==> src/rtl/bcc_pkg.sv <==
// Shared types, register indexes, event codes and reset values of the button click classifier.
package bcc_pkg;

  localparam int unsigned TimerW  = 16;
  localparam int unsigned TickW   = 8;
  localparam int unsigned CfgIdxW = 4;
  localparam int unsigned CfgDatW = 16;
  localparam int unsigned EventW  = 3;

  localparam logic [TimerW-1:0] TimerMax = {TimerW{1'b1}};

  // Configuration register indexes.
  localparam logic [CfgIdxW-1:0] RegMinDown   = 4'd0;
  localparam logic [CfgIdxW-1:0] RegLongpress = 4'd1;
  localparam logic [CfgIdxW-1:0] RegUpSettle  = 4'd2;
  localparam logic [CfgIdxW-1:0] RegDcGrace   = 4'd3;
  localparam logic [CfgIdxW-1:0] RegRepeat    = 4'd4;
  localparam logic [CfgIdxW-1:0] RegDcEnable  = 4'd5;
  localparam logic [CfgIdxW-1:0] RegActHigh   = 4'd6;
  localparam logic [CfgIdxW-1:0] RegTick      = 4'd7;

  // Reset values of the configuration registers.
  localparam logic [TimerW-1:0] RstMinDown   = 16'd20;
  localparam logic [TimerW-1:0] RstLongpress = 16'd300;
  localparam logic [TimerW-1:0] RstUpSettle  = 16'd20;
  localparam logic [TimerW-1:0] RstDcGrace   = 16'd120;
  localparam logic [TimerW-1:0] RstRepeat    = 16'd0;
  localparam logic              RstDcEnable  = 1'b1;
  localparam logic              RstActHigh   = 1'b0;
  localparam logic [TickW-1:0]  RstTick      = 8'd10;

  // Input command codes.
  localparam logic CmdEdge = 1'b0;
  localparam logic CmdTick = 1'b1;

  // Event codes on the result channel.
  localparam logic [EventW-1:0] EvDown      = 3'd0;
  localparam logic [EventW-1:0] EvUp        = 3'd1;
  localparam logic [EventW-1:0] EvClick     = 3'd2;
  localparam logic [EventW-1:0] EvDouble    = 3'd3;
  localparam logic [EventW-1:0] EvLong      = 3'd4;
  localparam logic [EventW-1:0] EvStilldown = 3'd5;

  typedef enum logic [2:0] {
    PhIdle    = 3'd0,
    PhQual    = 3'd1,
    PhHold    = 3'd2,
    PhSettle1 = 3'd3,
    PhWaitDc  = 3'd4,
    PhQual2   = 3'd5,
    PhWaitUp  = 3'd6,
    PhSettle2 = 3'd7
  } phase_e;

  typedef struct packed {
    logic [TimerW-1:0] min_down_ms;
    logic [TimerW-1:0] longpress_ms;
    logic [TimerW-1:0] up_settle_ms;
    logic [TimerW-1:0] doubleclick_grace_ms;
    logic [TimerW-1:0] repeat_down_ms;
    logic              doubleclick_enable;
    logic              active_high;
    logic [TickW-1:0]  tick_ms;
  } cfg_t;

  // One item handed from the input register to the classifier.
  typedef struct packed {
    logic valid;
    logic cmd;
    logic pin_level;
  } item_t;

  // Classifier verdict for one item.
  typedef struct packed {
    logic              valid;
    logic [EventW-1:0] code;
  } event_t;

endpackage

==> src/rtl/bcc_cfg.sv <==
// Configuration register file of the button click classifier.
module bcc_cfg (
  input  logic                          clk_i,
  input  logic                          rst_ni,
  input  logic                          cfg_valid_i,
  input  logic [bcc_pkg::CfgIdxW-1:0]   cfg_index_i,
  input  logic [bcc_pkg::CfgDatW-1:0]   cfg_data_i,
  output bcc_pkg::cfg_t                 cfg_o
);

  bcc_pkg::cfg_t cfg_q, cfg_d;

  always_comb begin
    cfg_d = cfg_q;
    if (cfg_valid_i) begin
      case (cfg_index_i)
        bcc_pkg::RegMinDown:   cfg_d.min_down_ms          = cfg_data_i;
        bcc_pkg::RegLongpress: cfg_d.longpress_ms         = cfg_data_i;
        bcc_pkg::RegUpSettle:  cfg_d.up_settle_ms         = cfg_data_i;
        bcc_pkg::RegDcGrace:   cfg_d.doubleclick_grace_ms = cfg_data_i;
        bcc_pkg::RegRepeat:    cfg_d.repeat_down_ms       = cfg_data_i;
        bcc_pkg::RegDcEnable:  cfg_d.doubleclick_enable   = cfg_data_i[0];
        bcc_pkg::RegActHigh:   cfg_d.active_high          = cfg_data_i[0];
        bcc_pkg::RegTick:      cfg_d.tick_ms              = cfg_data_i[bcc_pkg::TickW-1:0];
        default: ;
      endcase
    end
  end

  always_ff @(posedge clk_i or negedge rst_ni) begin
    if (!rst_ni) begin
      cfg_q.min_down_ms          <= bcc_pkg::RstMinDown;
      cfg_q.longpress_ms         <= bcc_pkg::RstLongpress;
      cfg_q.up_settle_ms         <= bcc_pkg::RstUpSettle;
      cfg_q.doubleclick_grace_ms <= bcc_pkg::RstDcGrace;
      cfg_q.repeat_down_ms       <= bcc_pkg::RstRepeat;
      cfg_q.doubleclick_enable   <= bcc_pkg::RstDcEnable;
      cfg_q.active_high          <= bcc_pkg::RstActHigh;
      cfg_q.tick_ms              <= bcc_pkg::RstTick;
    end else begin
      cfg_q <= cfg_d;
    end
  end

  assign cfg_o = cfg_q;

endmodule

==> src/rtl/bcc_fsm.sv <==
// Phase machine and age/repeat timers that classify one item per cycle.
module bcc_fsm (
  input  logic            clk_i,
  input  logic            rst_ni,
  input  bcc_pkg::cfg_t   cfg_i,
  input  bcc_pkg::item_t  item_i,
  output bcc_pkg::event_t event_o
);

  localparam int unsigned W = bcc_pkg::TimerW;

  bcc_pkg::phase_e phase_q, phase_d;
  logic [W-1:0]    age_q, age_d;
  logic [W-1:0]    rep_q, rep_d;

  logic [W:0]   age_sum, rep_sum;
  logic [W-1:0] age_sat, rep_sat;
  logic         is_tick, is_edge, active, rep_due;
  logic         age_ge_min, age_eq_min, age_ge_long, age_gt_settle, age_ge_settle, age_ge_grace;

  assign is_tick = item_i.valid && (item_i.cmd == bcc_pkg::CmdTick) && (phase_q != bcc_pkg::PhIdle);
  assign is_edge = item_i.valid && (item_i.cmd == bcc_pkg::CmdEdge) && (phase_q == bcc_pkg::PhIdle);

  assign age_sum = {1'b0, age_q} + {{(W + 1 - bcc_pkg::TickW){1'b0}}, cfg_i.tick_ms};
  assign rep_sum = {1'b0, rep_q} + {{(W + 1 - bcc_pkg::TickW){1'b0}}, cfg_i.tick_ms};
  assign age_sat = age_sum[W] ? bcc_pkg::TimerMax : age_sum[W-1:0];
  assign rep_sat = rep_sum[W] ? bcc_pkg::TimerMax : rep_sum[W-1:0];

  assign active        = (item_i.pin_level == cfg_i.active_high);
  assign rep_due       = (cfg_i.repeat_down_ms != '0) && (rep_sat > cfg_i.repeat_down_ms);
  assign age_ge_min    = (age_sat >= cfg_i.min_down_ms);
  assign age_eq_min    = (age_sat == cfg_i.min_down_ms);
  assign age_ge_long   = (age_sat >= cfg_i.longpress_ms);
  assign age_gt_settle = (age_sat > cfg_i.up_settle_ms);
  assign age_ge_settle = (age_sat >= cfg_i.up_settle_ms);
  assign age_ge_grace  = (age_sat >= cfg_i.doubleclick_grace_ms);

  // Next phase.
  always_comb begin
    phase_d = phase_q;
    if (is_edge) begin
      phase_d = bcc_pkg::PhQual;
    end else if (is_tick) begin
      case (phase_q)
        bcc_pkg::PhQual: begin
          if (!active)         phase_d = bcc_pkg::PhSettle2;
          else if (age_ge_min) phase_d = bcc_pkg::PhHold;
        end
        bcc_pkg::PhHold: begin
          if (age_ge_long) phase_d = bcc_pkg::PhWaitUp;
          else if (!active) begin
            phase_d = cfg_i.doubleclick_enable ? bcc_pkg::PhSettle1 : bcc_pkg::PhSettle2;
          end
        end
        bcc_pkg::PhSettle1: begin
          if (age_gt_settle) phase_d = bcc_pkg::PhWaitDc;
        end
        bcc_pkg::PhWaitDc: begin
          if (active)            phase_d = bcc_pkg::PhQual2;
          else if (age_ge_grace) phase_d = bcc_pkg::PhSettle2;
        end
        bcc_pkg::PhQual2: begin
          if (!active)                       phase_d = bcc_pkg::PhSettle2;
          else if (!age_eq_min && age_ge_min) phase_d = bcc_pkg::PhWaitUp;
        end
        bcc_pkg::PhWaitUp: begin
          if (!active) phase_d = bcc_pkg::PhSettle2;
        end
        bcc_pkg::PhSettle2: begin
          if (age_ge_settle) phase_d = bcc_pkg::PhIdle;
        end
        default: ;
      endcase
    end
  end

  // Timers and the event for this item.
  always_comb begin
    age_d         = age_q;
    rep_d         = rep_q;
    event_o.valid = 1'b0;
    event_o.code  = bcc_pkg::EvDown;
    if (is_edge) begin
      age_d = '0;
    end else if (is_tick) begin
      age_d = age_sat;
      rep_d = rep_sat;
      case (phase_q)
        bcc_pkg::PhQual: begin
          if (!active) begin
            age_d = '0;
          end else if (age_ge_min) begin
            rep_d         = '0;
            event_o.valid = 1'b1;
            event_o.code  = bcc_pkg::EvDown;
          end
        end
        bcc_pkg::PhHold: begin
          if (age_ge_long) begin
            event_o.valid = 1'b1;
            event_o.code  = bcc_pkg::EvLong;
          end else if (!active) begin
            age_d         = '0;
            event_o.valid = 1'b1;
            event_o.code  = cfg_i.doubleclick_enable ? bcc_pkg::EvUp : bcc_pkg::EvClick;
          end else if (rep_due) begin
            rep_d         = '0;
            event_o.valid = 1'b1;
            event_o.code  = bcc_pkg::EvStilldown;
          end
        end
        bcc_pkg::PhWaitDc: begin
          if (active) begin
            age_d = '0;
          end else if (age_ge_grace) begin
            age_d         = '0;
            event_o.valid = 1'b1;
            event_o.code  = bcc_pkg::EvClick;
          end
        end
        bcc_pkg::PhQual2: begin
          if (!active) begin
            age_d         = '0;
            event_o.valid = 1'b1;
            event_o.code  = bcc_pkg::EvClick;
          end else if (age_eq_min) begin
            event_o.valid = 1'b1;
            event_o.code  = bcc_pkg::EvDown;
          end else if (age_ge_min) begin
            event_o.valid = 1'b1;
            event_o.code  = bcc_pkg::EvDouble;
          end
        end
        bcc_pkg::PhWaitUp: begin
          if (!active) begin
            age_d         = '0;
            event_o.valid = 1'b1;
            event_o.code  = bcc_pkg::EvUp;
          end else if (rep_due) begin
            rep_d         = '0;
            event_o.valid = 1'b1;
            event_o.code  = bcc_pkg::EvStilldown;
          end
        end
        default: ;
      endcase
    end
  end

  always_ff @(posedge clk_i or negedge rst_ni) begin
    if (!rst_ni) begin
      phase_q <= bcc_pkg::PhIdle;
      age_q   <= '0;
      rep_q   <= '0;
    end else begin
      phase_q <= phase_d;
      age_q   <= age_d;
      rep_q   <= rep_d;
    end
  end

endmodule

==> src/rtl/button_click_classifier_top.sv <==
// Top level of the button click classifier: input register, classifier and result register.
//
// One instance serves one push button. The input channel (in_valid_i/in_ready_o) carries
// beats of cmd_i (edge event or monitor tick) and pin_level_i. The result channel
// (out_valid_o/out_ready_i) carries event_code_o: down, up, click, doubleclick,
// longclick or stilldown. An input beat gives zero or one result beat.
//
// Each accepted beat is held in an input register and classified once the result register
// is free or being emptied. Its event, if any, is loaded into the result register at the
// end of that cycle, so out_valid_o comes from the result register, behind the input
// register. One beat is taken per cycle as long as the result register drains; the phase
// and timer registers are the only loop, with their next values computed combinationally.
// When the receiver stalls with a result pending, the pending input beat waits in the
// input register and in_ready_o drops until the result is taken.
//
// The configuration channel (cfg_valid_i/cfg_ready_o, cfg_index_i, cfg_data_i) is always
// ready; writes to indexes beyond the register list are dropped. Reset loads the default
// register values, sets the machine idle with both timers at zero and empties both
// registers of the data path.
module button_click_classifier_top (
  input  logic                        clk_i,
  input  logic                        rst_ni,
  input  logic                        cfg_valid_i,
  output logic                        cfg_ready_o,
  input  logic [bcc_pkg::CfgIdxW-1:0] cfg_index_i,
  input  logic [bcc_pkg::CfgDatW-1:0] cfg_data_i,
  input  logic                        in_valid_i,
  output logic                        in_ready_o,
  input  logic                        cmd_i,
  input  logic                        pin_level_i,
  output logic                        out_valid_o,
  input  logic                        out_ready_i,
  output logic [bcc_pkg::EventW-1:0]  event_code_o
);

  bcc_pkg::cfg_t   cfg;
  bcc_pkg::item_t  item_q, item_d, item_fire;
  bcc_pkg::event_t evt;

  logic                       advance;
  logic                       out_valid_q, out_valid_d;
  logic [bcc_pkg::EventW-1:0] code_q, code_d;

  assign cfg_ready_o = 1'b1;

  bcc_cfg u_cfg (
    .clk_i       (clk_i),
    .rst_ni      (rst_ni),
    .cfg_valid_i (cfg_valid_i),
    .cfg_index_i (cfg_index_i),
    .cfg_data_i  (cfg_data_i),
    .cfg_o       (cfg)
  );

  // The held beat moves on when the result register is free or being emptied.
  assign advance    = !out_valid_q || out_ready_i;
  assign in_ready_o = !item_q.valid || advance;

  always_comb begin
    item_d = item_q;
    if (in_ready_o) begin
      item_d.valid     = in_valid_i;
      item_d.cmd       = cmd_i;
      item_d.pin_level = pin_level_i;
    end
  end

  always_comb begin
    item_fire       = item_q;
    item_fire.valid = item_q.valid && advance;
  end

  bcc_fsm u_fsm (
    .clk_i   (clk_i),
    .rst_ni  (rst_ni),
    .cfg_i   (cfg),
    .item_i  (item_fire),
    .event_o (evt)
  );

  always_comb begin
    out_valid_d = out_valid_q;
    code_d      = code_q;
    if (advance) begin
      out_valid_d = evt.valid;
      code_d      = evt.code;
    end
  end

  always_ff @(posedge clk_i or negedge rst_ni) begin
    if (!rst_ni) begin
      item_q      <= '0;
      out_valid_q <= 1'b0;
    end else begin
      item_q      <= item_d;
      out_valid_q <= out_valid_d;
    end
  end

  always_ff @(posedge clk_i) begin
    code_q <= code_d;
  end

  assign out_valid_o  = out_valid_q;
  assign event_code_o = code_q;

endmodule

==> config.mk <==
export PLATFORM = sky130hd
export DESIGN_NAME = button_click_classifier_top
export DESIGN_NICKNAME = d
export VERILOG_FILES = /design/src/rtl/bcc_pkg.sv /design/src/rtl/bcc_cfg.sv /design/src/rtl/bcc_fsm.sv /design/src/rtl/button_click_classifier_top.sv
export SDC_FILE = /design/constraint.sdc
export NUM_CORES = 1
export LEC_CHECK = 0
export ABC_AREA = 1
export BUFFER_PORTS_ARGS = -buffer_cell sky130_fd_sc_hd__buf_2
export CAP_MARGIN = 25
export CORE_MARGIN = 2
export CORE_UTILIZATION = 50
export CTS_BUF_LIST = sky130_fd_sc_hd__clkbuf_16
export CTS_CLUSTER_DIAMETER = 80
export DETAILED_ROUTE_END_ITERATION = 10
export PLACE_DENSITY_LB_ADDON = 0.25
export SLEW_MARGIN = 20
export SYNTH_ARGS = -nofsm -noshare
export SYNTH_HDL_FRONTEND = slang
export SYNTH_SLANG_ARGS = --single-unit
==> constraint.sdc <==
create_clock -name clk_i -period 8.9 [get_ports clk_i]
set_input_delay 0.445 -clock clk_i [delete_from_list [all_inputs] [get_ports clk_i]]
set_output_delay 0.445 -clock clk_i [all_outputs]
set_load 0.005 [all_outputs]
==> impl_metrics.tcl <==
set metrics [dict create \
    cts_sinks 132 \
    max_slew_margin_pct 38.60 \
    hold_path_class "in -> async" \
    hold-worst-slack_ns 0.02519 \
    postSynthCellCount 1167 \
    dp.cells 1404 \
    start_util_pct 50.64 \
    setup.worst_path.start_class "register" \
    synth_ff_type "dfrtp_1" \
    layout_common_cells "nand2_1 (355), inv_1 (178), o21ai_0 (114), dfrtp_1 (114), ha_1 (96)" \
    critical_path.top_delay_family "simple AND/OR/NAND/NOR gates" \
    numCtsBuffers 17 \
    synthAdderAreaFrac_pct 14.32 \
    die_h_um 135.7 \
    finalSetupTns_ns 0 \
    cts_max_level 4 \
    first_global_vias 7194 \
    syn_to_final_growth_pct 11.33 \
    vias_per_cell 5.306 \
    cp.depth 20 \
    clk_pin_slew_ns 0.06 \
    cp-end-kind "register" \
    synth.top_cells.by_area "dfrtp_1 (33%), nand2_1 (15%), ha_1 (14%), inv_1 (7.7%), o21ai_0 (6.6%)" \
    cp.required_ns 9.20 \
    ys_async_sr_fraction_pct 97.73 \
    cts_resized 0 \
    cp-startpoint "u_cfg.cfg_o[0]" \
    fmax_mhz 224.0 \
    syn_area_per_cell_um2 7.428 \
    nFillCells 1618 \
    critPathKind "reg -> reg" \
    r2r_start "u_cfg.cfg_o[0]" \
    cts_tree "built" \
    r2r_end "u_fsm.age_q[0]" \
    cts_buffer_depth 2 \
    vias 7619 \
    final_nets 1323 \
    peakVddDrop_v 0.0001682 \
    dieArea_um2 18410 \
    synth_cell_type_count 42 \
    drt_wl_total_um 22500 \
    cts_setup_buffers 0 \
    synth_top_cell_by_area "dfrtp_1" \
    setup_viol_count_final 0 \
    cts_hold_buf 0 \
    netlist_area_um2 8668 \
    pre_cts_slack_ns 4.555 \
    r2r_slack_ns 4.44 \
    track_usage_pct 26.14 \
    antenna_found_initial 0 \
    worstMarginPinSlew_ns 0.9188 \
    status "finished, final reports clean" \
    synth_edf_count 3 \
    path_buf_inv 1 \
    report.final.slew_viol_count 0 \
    hpwl_um 16570 \
    rows 48 \
    io_buffers 31 \
    synth_xor_area_share_pct 1.111 \
    drive_gt1_share_pct 8.010 \
    slowest_stage "nor4_1" \
    final_core_util_pct 56.38 \
    p_leak_nw 5.245 \
    hold_violations 0 \
    synth_fp_nets 1292 \
    min_period_ns 4.464 \
    cp_data_arrival_time_ns 4.76 \
    synthMuxAreaShare_pct 0.1299 \
    ff2ff_path_depth 20 \
    synth-compound-area-share_pct 11.68 \
    layoutNonFillerInstCount 1436 \
    grt-ovfl-total 0 \
    ant_nets 0 \
    grt_pass1_wl_um 36940 \
    rsz0062_at_grt "false" \
    synth_top_area_share_pct 32.91 \
    fin_ws_ns 4.436 \
    dr.pass1.iters 5 \
    place.gp.congestion 0.9324 \
    clock-root-buffer "clkbuf_16" \
    mostFrequentLayoutCell "nand2_1" \
    coreArea_um2 17120 \
    yosys.area_share.simple_pct 25.07 \
    io_pins 33 \
    ys_seq_area_share_pct 38.50 \
    crit_fanout 13 \
    drc 0 \
    ys_seq_elements 132 \
    initialDrtViolationCount 710 \
    slowest_delay_ns 0.51 \
    grt_start_max_net_pins 73 \
    crit_path_frequent_cell "nand2_1" \
    timing.final.crit_share_pct 50.16 \
    ys_warn_count 0 \
    antenna_cells 0 \
    post_drt_wl_per_cell_um 15.67 \
    synth_top_family_by_area "simple AND/OR/NAND/NOR gates" \
    insertion_delay_ns 0.43 \
    crit_chain "ha_1, fa_1, nand3_1, nand2_1, nand2_1, nand2_1, nand2_1, nor2_1, nand2_1, nand2_1, nor2_1, inv_1, ha_1, nand2_1, nor4_1, nand3_1, nand4_1, nand3_1, nand2_1, o21ai_0" \
    clock_skew_ns 0.008806 \
    maxCapViolations 0 \
    powerDensity_nw_per_um2 288.6 \
    crit_path_end "u_fsm.age_q[0]" \
    chipWidth_um 135.7 \
]
## per-layer routing
layer,vias to the layer above,wire length (um),track usage [%],part of all wire [%]
li1,3832,-,-,-
met1,3522,10260,35.14,46
met2,218,10410,42.09,46
met3,47,1214,5.499,5.4
met4,0,616,8.854,2.7
met5,-,0,0,0
## cell type report
class | count | area [um2] | share of cell area (%)
clock inverter | 15 | 171.4 | 1.776
multi-input combinational | 827 | 4538 | 47.02
clock buffer | 17 | 425.4 | 4.408
timing repair buffer | 38 | 214.0 | 2.217
sequential | 132 | 3337 | 34.58
inverter | 182 | 683.2 | 7.079
tap | 225 | 281.5 | 2.917
## per-stage QoR
stage / total power, mW / instance area, um2
floorplan: 1.725 / 8668
global placement: 2.035 / 9046
detailed placement: 2.060 / 9054
CTS: 2.790 / 9651
global route: 3.041 / 9651
finish: 2.785 / 9651
## sequential cells by signal (all words and copies together), names as in the netlist
register and flops:
event_code_o 3, item_fire 2, item_q 1, out_valid_o 1
u_cfg.cfg_o 90, u_fsm.age_q 16, u_fsm.phase_q 3, u_fsm.rep_q 16
## worst min-delay path by stage
stage	slack, ns	from	to	cells after the start
2_1_floorplan	0.15	rst_ni	item_fire[0]	0
3_3_place_gp	0.47	u_cfg.cfg_o[54]	u_cfg.cfg_o[54]	2
3_5_place_dp	0.47	u_fsm.rep_q[6]	u_fsm.rep_q[6]	2
4_1_cts	0.06	rst_ni	u_cfg.cfg_o[80]	1
5_1_grt	0.08	rst_ni	u_cfg.cfg_o[7]	1
6_report	0.03	rst_ni	u_cfg.cfg_o[80]	1
## kinds of logic (layout without fill, tap and decap cells)
family | count (synthesis) | count (layout)
muxes | 1 | 1
AOI/OAI and AO/OA | 192 | 192
buffers and inverters | 208 | 252
other | 1 | 1
xor gates and xnor gates | 11 | 11
DFF | 132 | 132
and+or+nand+nor | 524 | 524
adders and majority gates | 98 | 98
## power by group
| group | switching (mW) | internal (mW) |
|---|---|---|
| Sequential | 0.105 | 0.745 |
| Combinational | 0.776 | 0.440 |
| Clock | 0.300 | 0.420 |
| Total | 1.18 | 1.60 |
## cells in the mapped netlist (all sizes together), types with 2 or more instances
library cell and instances:
buf 6, a31oi 6, o21ai 115, a21oi 54, nand4 18, a21o 3, nand2 358, dfstp 15
o211ai 3, nor3 10, inv 181, xnor2 6, ha 96, dfrtp 114, nand3 62, fa 2
xor2 5, edfxtp 3, o31ai 2, or2 4, nand3b 4, clkbuf 20, nor4 6, nor2 59
o21bai 5
No activity file was read; power rests on OpenSTA's default activity.
